### config.mk
export PLATFORM = sky130hd
export DESIGN_NAME = curvature_turn_segmenter_unit
export DESIGN_NICKNAME = d
export VERILOG_FILES = /design/src/sv/cts_pkg.sv /design/src/sv/curvature_turn_segmenter_unit.sv
export SDC_FILE = /design/constraint.sdc
export NUM_CORES = 2
export LEC_CHECK = 0
export ABC_AREA = 1
export BUFFER_PORTS_ARGS = -buffer_cell sky130_fd_sc_hd__buf_2
export CAP_MARGIN = 15
export CORE_MARGIN = 2
export CORE_UTILIZATION = 55
export CTS_CLUSTER_DIAMETER = 120
export DETAILED_ROUTE_END_ITERATION = 7
export PLACE_DENSITY = 0.75
export SLEW_MARGIN = 20
export SYNTH_ARGS = -nofsm -noshare
export SYNTH_HDL_FRONTEND = slang
export SYNTH_SLANG_ARGS = --single-unit
export TNS_END_PERCENT = 50
### constraint.sdc
create_clock -name clk_i -period 25 [get_ports clk_i]
set_input_delay 5 -clock clk_i [delete_from_list [all_inputs] [get_ports clk_i]]
set_output_delay 5 -clock clk_i [all_outputs]
set_load 0.1 [all_outputs]
### src/sv/cts_pkg.sv
package cts_pkg;

  localparam int unsigned MaxPoints = 4096;
  localparam int unsigned IdxW      = $clog2(MaxPoints);
  localparam int unsigned CfgW      = 15;
  localparam int unsigned CfgIdxW   = 2;
  localparam int unsigned QDepth    = 4;
  localparam int unsigned QPtrW     = $clog2(QDepth);

  localparam logic [CfgIdxW-1:0] REG_PEAK_THRESHOLD = 2'd0;
  localparam logic [CfgIdxW-1:0] REG_RUN_THRESHOLD  = 2'd1;
  localparam logic [CfgIdxW-1:0] REG_SHARP_ANGLE    = 2'd2;
  localparam logic [CfgIdxW-1:0] REG_WIDE_ANGLE     = 2'd3;

  localparam logic [CfgW-1:0] PEAK_THRESHOLD_RST = 15'd410;
  localparam logic [CfgW-1:0] RUN_THRESHOLD_RST  = 15'd164;
  localparam logic [CfgW-1:0] SHARP_ANGLE_RST    = 15'd17157;
  localparam logic [CfgW-1:0] WIDE_ANGLE_RST     = 15'd8579;

  localparam logic [1:0] KIND_WIDE     = 2'd0;
  localparam logic [1:0] KIND_NORMAL   = 2'd1;
  localparam logic [1:0] KIND_SHARP    = 2'd2;
  localparam logic [1:0] KIND_STRAIGHT = 2'd3;

  localparam logic signed [17:0] HalfTurn = 18'sd25736;
  localparam logic signed [17:0] FullTurn = 18'sd51472;

  typedef struct packed {
    logic signed [15:0] curvature;
    logic signed [15:0] heading;
    logic [23:0]        arc_length;
    logic               final_point;
  } in_item_t;

  typedef struct packed {
    logic [1:0]         segment_kind;
    logic [IdxW-1:0]    start_index;
    logic [IdxW-1:0]    end_index;
    logic [23:0]        start_station;
    logic [23:0]        end_station;
    logic signed [15:0] peak_curvature;
    logic               last_of_step;
  } out_item_t;

  function automatic logic [14:0] mag15(input logic signed [15:0] k);
    logic [15:0] neg;
    neg = -k;
    if (k == -16'sd32768) begin
      return 15'h7FFF;
    end else if (k < 0) begin
      return neg[14:0];
    end else begin
      return k[14:0];
    end
  endfunction

endpackage

### src/sv/curvature_turn_segmenter_unit.sv
// Turn/straight segmenter: takes one path point per cycle and emits turn and straight
// segments. A point that closes a turn yields up to three segments (leading straight,
// turn, and on the last point a trailing straight); the segments of one point go as one
// bundle into a four-entry queue and leave one per cycle while out_stall_i is low; the
// output drains a bundle segment by segment. The input stalls only while the
// queue is full. Configuration writes take effect at once and belong between paths.
module curvature_turn_segmenter_unit import cts_pkg::*; (
  input  logic               clk_i,
  input  logic               rst_ni,
  input  logic               cfg_we_i,
  input  logic [CfgIdxW-1:0] cfg_index_i,
  input  logic [CfgW-1:0]    cfg_data_i,
  input  logic               in_valid_i,
  output logic               in_stall_o,
  input  in_item_t           in_data_i,
  output logic               out_valid_o,
  input  logic               out_stall_i,
  output out_item_t          out_data_o
);

  typedef struct packed {
    out_item_t [2:0] seg;
    logic [1:0]      cnt;
  } bundle_t;

  logic [CfgW-1:0] peak_thr_q, run_thr_q, sharp_q, wide_q;

  logic [IdxW-1:0]    point_cnt_q, point_cnt_d;
  logic signed [15:0] prior_curv_q, prior_curv_d;
  logic [14:0]        older_mag_q, older_mag_d;
  logic signed [15:0] prior_head_q, prior_head_d;
  logic [23:0]        prior_st_q, prior_st_d;
  logic               run_active_q, run_active_d;
  logic               has_peak_q, has_peak_d;
  logic [IdxW-1:0]    rs_idx_q, rs_idx_d;
  logic signed [15:0] rs_head_q, rs_head_d;
  logic [23:0]        rs_st_q, rs_st_d;
  logic signed [15:0] best_q, best_d;
  logic [IdxW-1:0]    ss_idx_q, ss_idx_d;
  logic [23:0]        ss_st_q, ss_st_d;
  logic               turn_seen_q, turn_seen_d;

  bundle_t            q_mem [QDepth];
  logic [QPtrW-1:0]   wr_ptr_q, rd_ptr_q;
  logic [QPtrW:0]     fill_q, fill_d;
  logic [1:0]         sub_q, sub_d;

  logic               in_acc, fin, push, pop, out_acc, out_last;
  logic [14:0]        mag, pmag;
  logic [IdxW-1:0]    idx;
  logic               peak_hit, has_peak1, close_early, close_any, open_run;
  logic               emit_lead, emit_turn, emit_trail;
  logic signed [15:0] best1;
  logic [IdxW-1:0]    end_idx, ss_idx2;
  logic signed [15:0] end_head;
  logic [23:0]        end_st, ss_st2;
  logic               turn_seen2;
  logic signed [17:0] d0, d1, d2, d3, d4;
  logic [17:0]        ad;
  logic [1:0]         turn_kind;
  out_item_t          lead_seg, turn_seg, trail_seg;
  bundle_t            slot_d, head;
  logic [1:0]         n;

  assign in_acc = in_valid_i & ~in_stall_o;
  assign fin    = in_data_i.final_point;
  assign mag    = mag15(in_data_i.curvature);
  assign pmag   = mag15(prior_curv_q);
  assign idx    = point_cnt_q;

  assign peak_hit = (idx >= IdxW'(2)) & run_active_q & (pmag > peak_thr_q) &
                    (pmag > older_mag_q) & (pmag > mag);
  assign best1 = (peak_hit & (~has_peak_q | (pmag > mag15(best_q)))) ? prior_curv_q : best_q;
  assign has_peak1   = has_peak_q | peak_hit;
  assign close_early = run_active_q & (mag <= run_thr_q);
  assign close_any   = close_early | (fin & run_active_q);
  assign open_run    = ~run_active_q & (mag > run_thr_q);
  assign emit_turn   = close_any & has_peak1;
  assign emit_lead   = emit_turn & (rs_idx_q > ss_idx_q);

  assign end_idx  = close_early ? idx - IdxW'(1) : idx;
  assign end_head = close_early ? prior_head_q : in_data_i.heading;
  assign end_st   = close_early ? prior_st_q : in_data_i.arc_length;

  assign ss_idx2    = emit_turn ? end_idx : ss_idx_q;
  assign ss_st2     = emit_turn ? end_st : ss_st_q;
  assign turn_seen2 = turn_seen_q | emit_turn;
  assign emit_trail = fin & turn_seen2 & (ss_idx2 < idx);

  always_comb begin
    d0 = {{2{end_head[15]}}, end_head} - {{2{rs_head_q[15]}}, rs_head_q};
    d1 = (d0 > HalfTurn) ? d0 - FullTurn : d0;
    d2 = (d1 > HalfTurn) ? d1 - FullTurn : d1;
    d3 = (d2 < -HalfTurn) ? d2 + FullTurn : d2;
    d4 = (d3 < -HalfTurn) ? d3 + FullTurn : d3;
    ad = (d4 < 0) ? 18'(-d4) : 18'(d4);
    if (ad > {3'b000, sharp_q}) begin
      turn_kind = KIND_SHARP;
    end else if (ad < {3'b000, wide_q}) begin
      turn_kind = KIND_WIDE;
    end else begin
      turn_kind = KIND_NORMAL;
    end
  end

  always_comb begin
    lead_seg = '{segment_kind: KIND_STRAIGHT, start_index: ss_idx_q, end_index: rs_idx_q,
                 start_station: ss_st_q, end_station: rs_st_q, peak_curvature: '0,
                 last_of_step: 1'b0};
    turn_seg = '{segment_kind: turn_kind, start_index: rs_idx_q, end_index: end_idx,
                 start_station: rs_st_q, end_station: end_st, peak_curvature: best1,
                 last_of_step: 1'b0};
    trail_seg = '{segment_kind: KIND_STRAIGHT, start_index: ss_idx2, end_index: idx,
                  start_station: ss_st2, end_station: in_data_i.arc_length,
                  peak_curvature: '0, last_of_step: 1'b0};
    slot_d = '0;
    n = 2'd0;
    if (emit_lead) begin
      slot_d.seg[n] = lead_seg;
      n = n + 2'd1;
    end
    if (emit_turn) begin
      slot_d.seg[n] = turn_seg;
      n = n + 2'd1;
    end
    if (emit_trail) begin
      slot_d.seg[n] = trail_seg;
      n = n + 2'd1;
    end
    slot_d.cnt = n;
  end

  assign push = in_acc & (n != 2'd0);

  always_comb begin
    point_cnt_d  = point_cnt_q;
    prior_curv_d = prior_curv_q;
    older_mag_d  = older_mag_q;
    prior_head_d = prior_head_q;
    prior_st_d   = prior_st_q;
    run_active_d = run_active_q;
    has_peak_d   = has_peak_q;
    rs_idx_d     = rs_idx_q;
    rs_head_d    = rs_head_q;
    rs_st_d      = rs_st_q;
    best_d       = best_q;
    ss_idx_d     = ss_idx_q;
    ss_st_d      = ss_st_q;
    turn_seen_d  = turn_seen_q;
    if (in_acc) begin
      if (fin) begin
        point_cnt_d  = '0;
        prior_curv_d = '0;
        older_mag_d  = '0;
        prior_head_d = '0;
        prior_st_d   = '0;
        run_active_d = 1'b0;
        has_peak_d   = 1'b0;
        rs_idx_d     = '0;
        rs_head_d    = '0;
        rs_st_d      = '0;
        best_d       = '0;
        ss_idx_d     = '0;
        ss_st_d      = '0;
        turn_seen_d  = 1'b0;
      end else begin
        older_mag_d  = pmag;
        prior_curv_d = in_data_i.curvature;
        prior_head_d = in_data_i.heading;
        prior_st_d   = in_data_i.arc_length;
        if (point_cnt_q != IdxW'(MaxPoints - 1)) begin
          point_cnt_d = point_cnt_q + IdxW'(1);
        end
        run_active_d = open_run | (run_active_q & ~close_early);
        ss_idx_d     = ss_idx2;
        ss_st_d      = ss_st2;
        turn_seen_d  = turn_seen2;
        if (open_run) begin
          has_peak_d = 1'b0;
          best_d     = '0;
          rs_idx_d   = idx;
          rs_head_d  = in_data_i.heading;
          rs_st_d    = in_data_i.arc_length;
        end else begin
          has_peak_d = has_peak1;
          best_d     = best1;
        end
      end
    end
  end

  assign head        = q_mem[rd_ptr_q];
  assign out_valid_o = (fill_q != '0);
  assign in_stall_o  = (fill_q == (QPtrW+1)'(QDepth));
  assign out_last    = (sub_q == head.cnt - 2'd1);
  assign out_acc     = out_valid_o & ~out_stall_i;
  assign pop         = out_acc & out_last;

  always_comb begin
    out_data_o              = head.seg[sub_q];
    out_data_o.last_of_step = out_last;
  end

  always_comb begin
    sub_d = sub_q;
    if (out_acc) begin
      sub_d = out_last ? 2'd0 : sub_q + 2'd1;
    end
    fill_d = fill_q + (QPtrW+1)'(push) - (QPtrW+1)'(pop);
  end

  always_ff @(posedge clk_i) begin
    if (push) begin
      q_mem[wr_ptr_q] <= slot_d;
    end
  end

  always_ff @(posedge clk_i or negedge rst_ni) begin
    if (!rst_ni) begin
      peak_thr_q   <= PEAK_THRESHOLD_RST;
      run_thr_q    <= RUN_THRESHOLD_RST;
      sharp_q      <= SHARP_ANGLE_RST;
      wide_q       <= WIDE_ANGLE_RST;
      point_cnt_q  <= '0;
      prior_curv_q <= '0;
      older_mag_q  <= '0;
      prior_head_q <= '0;
      prior_st_q   <= '0;
      run_active_q <= 1'b0;
      has_peak_q   <= 1'b0;
      rs_idx_q     <= '0;
      rs_head_q    <= '0;
      rs_st_q      <= '0;
      best_q       <= '0;
      ss_idx_q     <= '0;
      ss_st_q      <= '0;
      turn_seen_q  <= 1'b0;
      wr_ptr_q     <= '0;
      rd_ptr_q     <= '0;
      fill_q       <= '0;
      sub_q        <= '0;
    end else begin
      if (cfg_we_i) begin
        unique case (cfg_index_i)
          REG_PEAK_THRESHOLD: peak_thr_q <= cfg_data_i;
          REG_RUN_THRESHOLD:  run_thr_q  <= cfg_data_i;
          REG_SHARP_ANGLE:    sharp_q    <= cfg_data_i;
          REG_WIDE_ANGLE:     wide_q     <= cfg_data_i;
          default: ;
        endcase
      end
      point_cnt_q  <= point_cnt_d;
      prior_curv_q <= prior_curv_d;
      older_mag_q  <= older_mag_d;
      prior_head_q <= prior_head_d;
      prior_st_q   <= prior_st_d;
      run_active_q <= run_active_d;
      has_peak_q   <= has_peak_d;
      rs_idx_q     <= rs_idx_d;
      rs_head_q    <= rs_head_d;
      rs_st_q      <= rs_st_d;
      best_q       <= best_d;
      ss_idx_q     <= ss_idx_d;
      ss_st_q      <= ss_st_d;
      turn_seen_q  <= turn_seen_d;
      if (push) begin
        wr_ptr_q <= wr_ptr_q + QPtrW'(1);
      end
      if (pop) begin
        rd_ptr_q <= rd_ptr_q + QPtrW'(1);
      end
      fill_q <= fill_d;
      sub_q  <= sub_d;
    end
  end

endmodule

==> impl_metrics.json <==
{
  "status": "finished, final reports clean",
  "synth-seq-area-share_pct": 61.3,
  "cts_max_level": 4,
  "avgViaCountPerCell": 6.08,
  "first_pass_iters": 6,
  "synth_area_leaders": "edfxtp_1 (51%), dfrtp_1 (10%), o21ai_0 (6.4%)",
  "yosys_most_used_dff": "edfxtp_1",
  "coreArea_um2": 109000,
  "cts_buffers": 130,
  "grt.overflow.total": 0,
  "reg2reg_to": "q_mem[2][91]$_DFFE_PP_",
  "synthXorXnorAreaFrac_pct": 0.810,
  "tightest_slew_ps": 1140,
  "drtIter0Drc": 4995,
  "clock_path_buffers": 3,
  "post-route-min-period_ps": 18600,
  "place_hpwl_um": 93100,
  "setup_tns_ps": 0,
  "grt_antenna_before_repair": 11,
  "cts_tree": "done",
  "synthMuxAreaShare_pct": 0,
  "crit-reg2reg-launch": "run_thr_q[14]$_DFFE_PN0P_",
  "clk_latency_ps": 770,
  "fin_crit_sh_pct": 74.4,
  "synth_largest_area_cell": "edfxtp_1",
  "path_max_fanout": 32,
  "max_stage_delay_ps": 760,
  "synth_top_family_by_area": "compound AO/OA/AOI/OAI gates",
  "drive_above_1_share_pct": 9.44,
  "rows": 121,
  "yosys.cell_types.count": 65,
  "synthArstFlopShare_pct": 20.3,
  "cpMostUsedCell": "nand2_1",
  "vias": 45300,
  "area_growth_pct": 10.2,
  "start_util_pct": 55.6,
  "ys_warn_count": 0,
  "grt_usage_pct": 28.3,
  "yosysMostFrequentCell": "edfxtp_1",
  "fin_nets": 6173,
  "grt_pass1_vias": 44200,
  "rsz0062_at_grt": "no",
  "setup.worst_path.start": "in_data_i[41]",
  "path_class": "primary input to flip-flop",
  "avgSynthCellArea_um2": 10.3,
  "synth_commonest_cells": "edfxtp_1 (1,020), nor2_1 (838), o21ai_0 (771)",
  "fill_cells": 8617,
  "cts.clk_slew.worst_paths_ps": 60,
  "synth_top_area_share_pct": 50.6,
  "synthSimpleGateAreaFrac_pct": 13.1,
  "grt_max_degree": 164,
  "ys_ff_latch": 1279,
  "synth.net_count": 6152,
  "netlist_instances": 5908,
  "place_ws_ps": 5940,
  "finClkSkew_ps": 47.1,
  "synth-compound-area-share_pct": 15.4,
  "cts_hold_buf": 0,
  "drc": 0,
  "cts_resized": 0,
  "ioPinCount": 172,
  "drv_slew": 0,
  "critPathLaunchType": "primary input",
  "grt_pass1_wl_um": 248000,
  "hold_viol": 0,
  "cts_setup_buffers": 0,
  "hp-class": "flip-flop to flip-flop",
  "drv_cap": 0,
  "clock_sinks": 1279,
  "setup_viol": 0,
  "critPathSlowestCell": "o41ai_1",
  "rr_worst_depth": 74,
  "fp.dieW_um": 336,
  "totalWireLength_um": 161000,
  "synthAdderAreaFrac_pct": 3.43,
  "syn_area_um2": 60600,
  "regToRegSetupSlack_ps": 12200,
  "wl_per_cell_um": 21.6,
  "routabilityCongestion": 0.902,
  "fmax_ghz": 0.0538,
  "ant_nets": 0,
  "port_buffers": 171,
  "die_h_um": 336,
  "critPathCaptureType": "flip-flop",
  "setup_ws_ps": 6400,
  "required_ps": 25460,
  "endpoint": "q_mem[2][91]$_DFFE_PP_",
  "cp.arrival_ps": 19060,
  "dieArea_um2": 113000,
  "slew_headroom_pct": 23.7,
  "root_buffer": "clkbuf_16",
  "synth_edf_count": 1020
}
sequential cells by signal (all words and copies together), names as in the netlist:
name          cells
has_peak_q        1
prior_head_q     16
fill_q            3
rd_ptr_q          2
rs_st_q          24
turn_seen_q       1
peak_thr_q       15
q_mem          1020
rs_head_q        16
rs_idx_q         12
prior_curv_q     16
run_thr_q        15
wr_ptr_q          2
wide_q           15
run_active_q      1
prior_st_q       24
idx              12
ss_idx_q         12
older_mag_q      15
sub_q             2
best_q           16
sharp_q          15
ss_st_q          24
cell type report:
type	count	area [µm²]	area share, %
diodes	2	5.00	0.00750
clock buffers	175	3590	5.39
clock inverters	66	698	1.05
inverters	594	2250	3.37
multi-input cells	3697	19900	29.9
flip-flops and latches	1279	37100	55.6
well taps	1414	1770	2.65
repair buffers	227	1350	2.02
layer usage:
metal / GRT usage [%] / wire, µm
met5: 0 / 26
met4: 10.5 / 5410
met3: 5.79 / 15500
met2: 46.9 / 76500
met1: 36.8 / 63400
kinds of logic after synthesis:
kind of cell | count (synthesis)
simple gates | 1911
compound gates | 1565
flops | 1279
buf+inv | 932
fa+ha+maj | 165
xor+xnor | 56
placed cells by master, fill, tap and decap left out, drive strengths merged, types with 40 or more instances in the layout:
cell type  count
nor2         859
ha           163
nand2        774
inv          584
o21ai        781
buf          227
nand3        177
o31ai         74
edfxtp      1020
dfrtp        241
o221ai       118
clkbuf       175
a21oi        173
clkinv        71
nand4         40
o211ai        65
o22ai        252
xor2          50
through the flow:
stage	hold slack [ps]	utilization (%)	instance area [µm²]	cells
final	487	61.2	66700	7454
after global placement	468	57.3	62400	7211
after floorplan	448	-	60600	5908
after detailed placement	473	57.3	62400	7211
after global routing	508	61.2	66700	7454
after CTS	488	61.2	66700	7452
worst max-delay path, delay by kind of cell:
family / cells / cell delay, ps
AO/OA/AOI/OAI: 19 / 4480
AND/OR/NAND/NOR: 43 / 5680
adder cells (fa/ha/maj): 8 / 2250
buffers and inverters: 13 / 1530
worst min path at each step:
stage	from	to	slack, ps	depth (start not counted)
floorplan	prior_head_q[0]$_DFFE_PN0P_	prior_head_q[0]$_DFFE_PN0P_	450	2
global placement	wide_q[5]$_DFFE_PN0P_	wide_q[5]$_DFFE_PN0P_	470	2
detailed placement	prior_head_q[0]$_DFFE_PN0P_	prior_head_q[0]$_DFFE_PN0P_	470	2
CTS	prior_head_q[0]$_DFFE_PN0P_	prior_head_q[0]$_DFFE_PN0P_	490	2
global route	run_thr_q[5]$_DFFE_PN1P_	run_thr_q[5]$_DFFE_PN1P_	510	2
finish	prior_head_q[0]$_DFFE_PN0P_	prior_head_q[0]$_DFFE_PN0P_	490	2
Power is left out: the tool's default activity adds up to more than one toggle a clock period on the data nets, which glitch-free logic cannot reach.
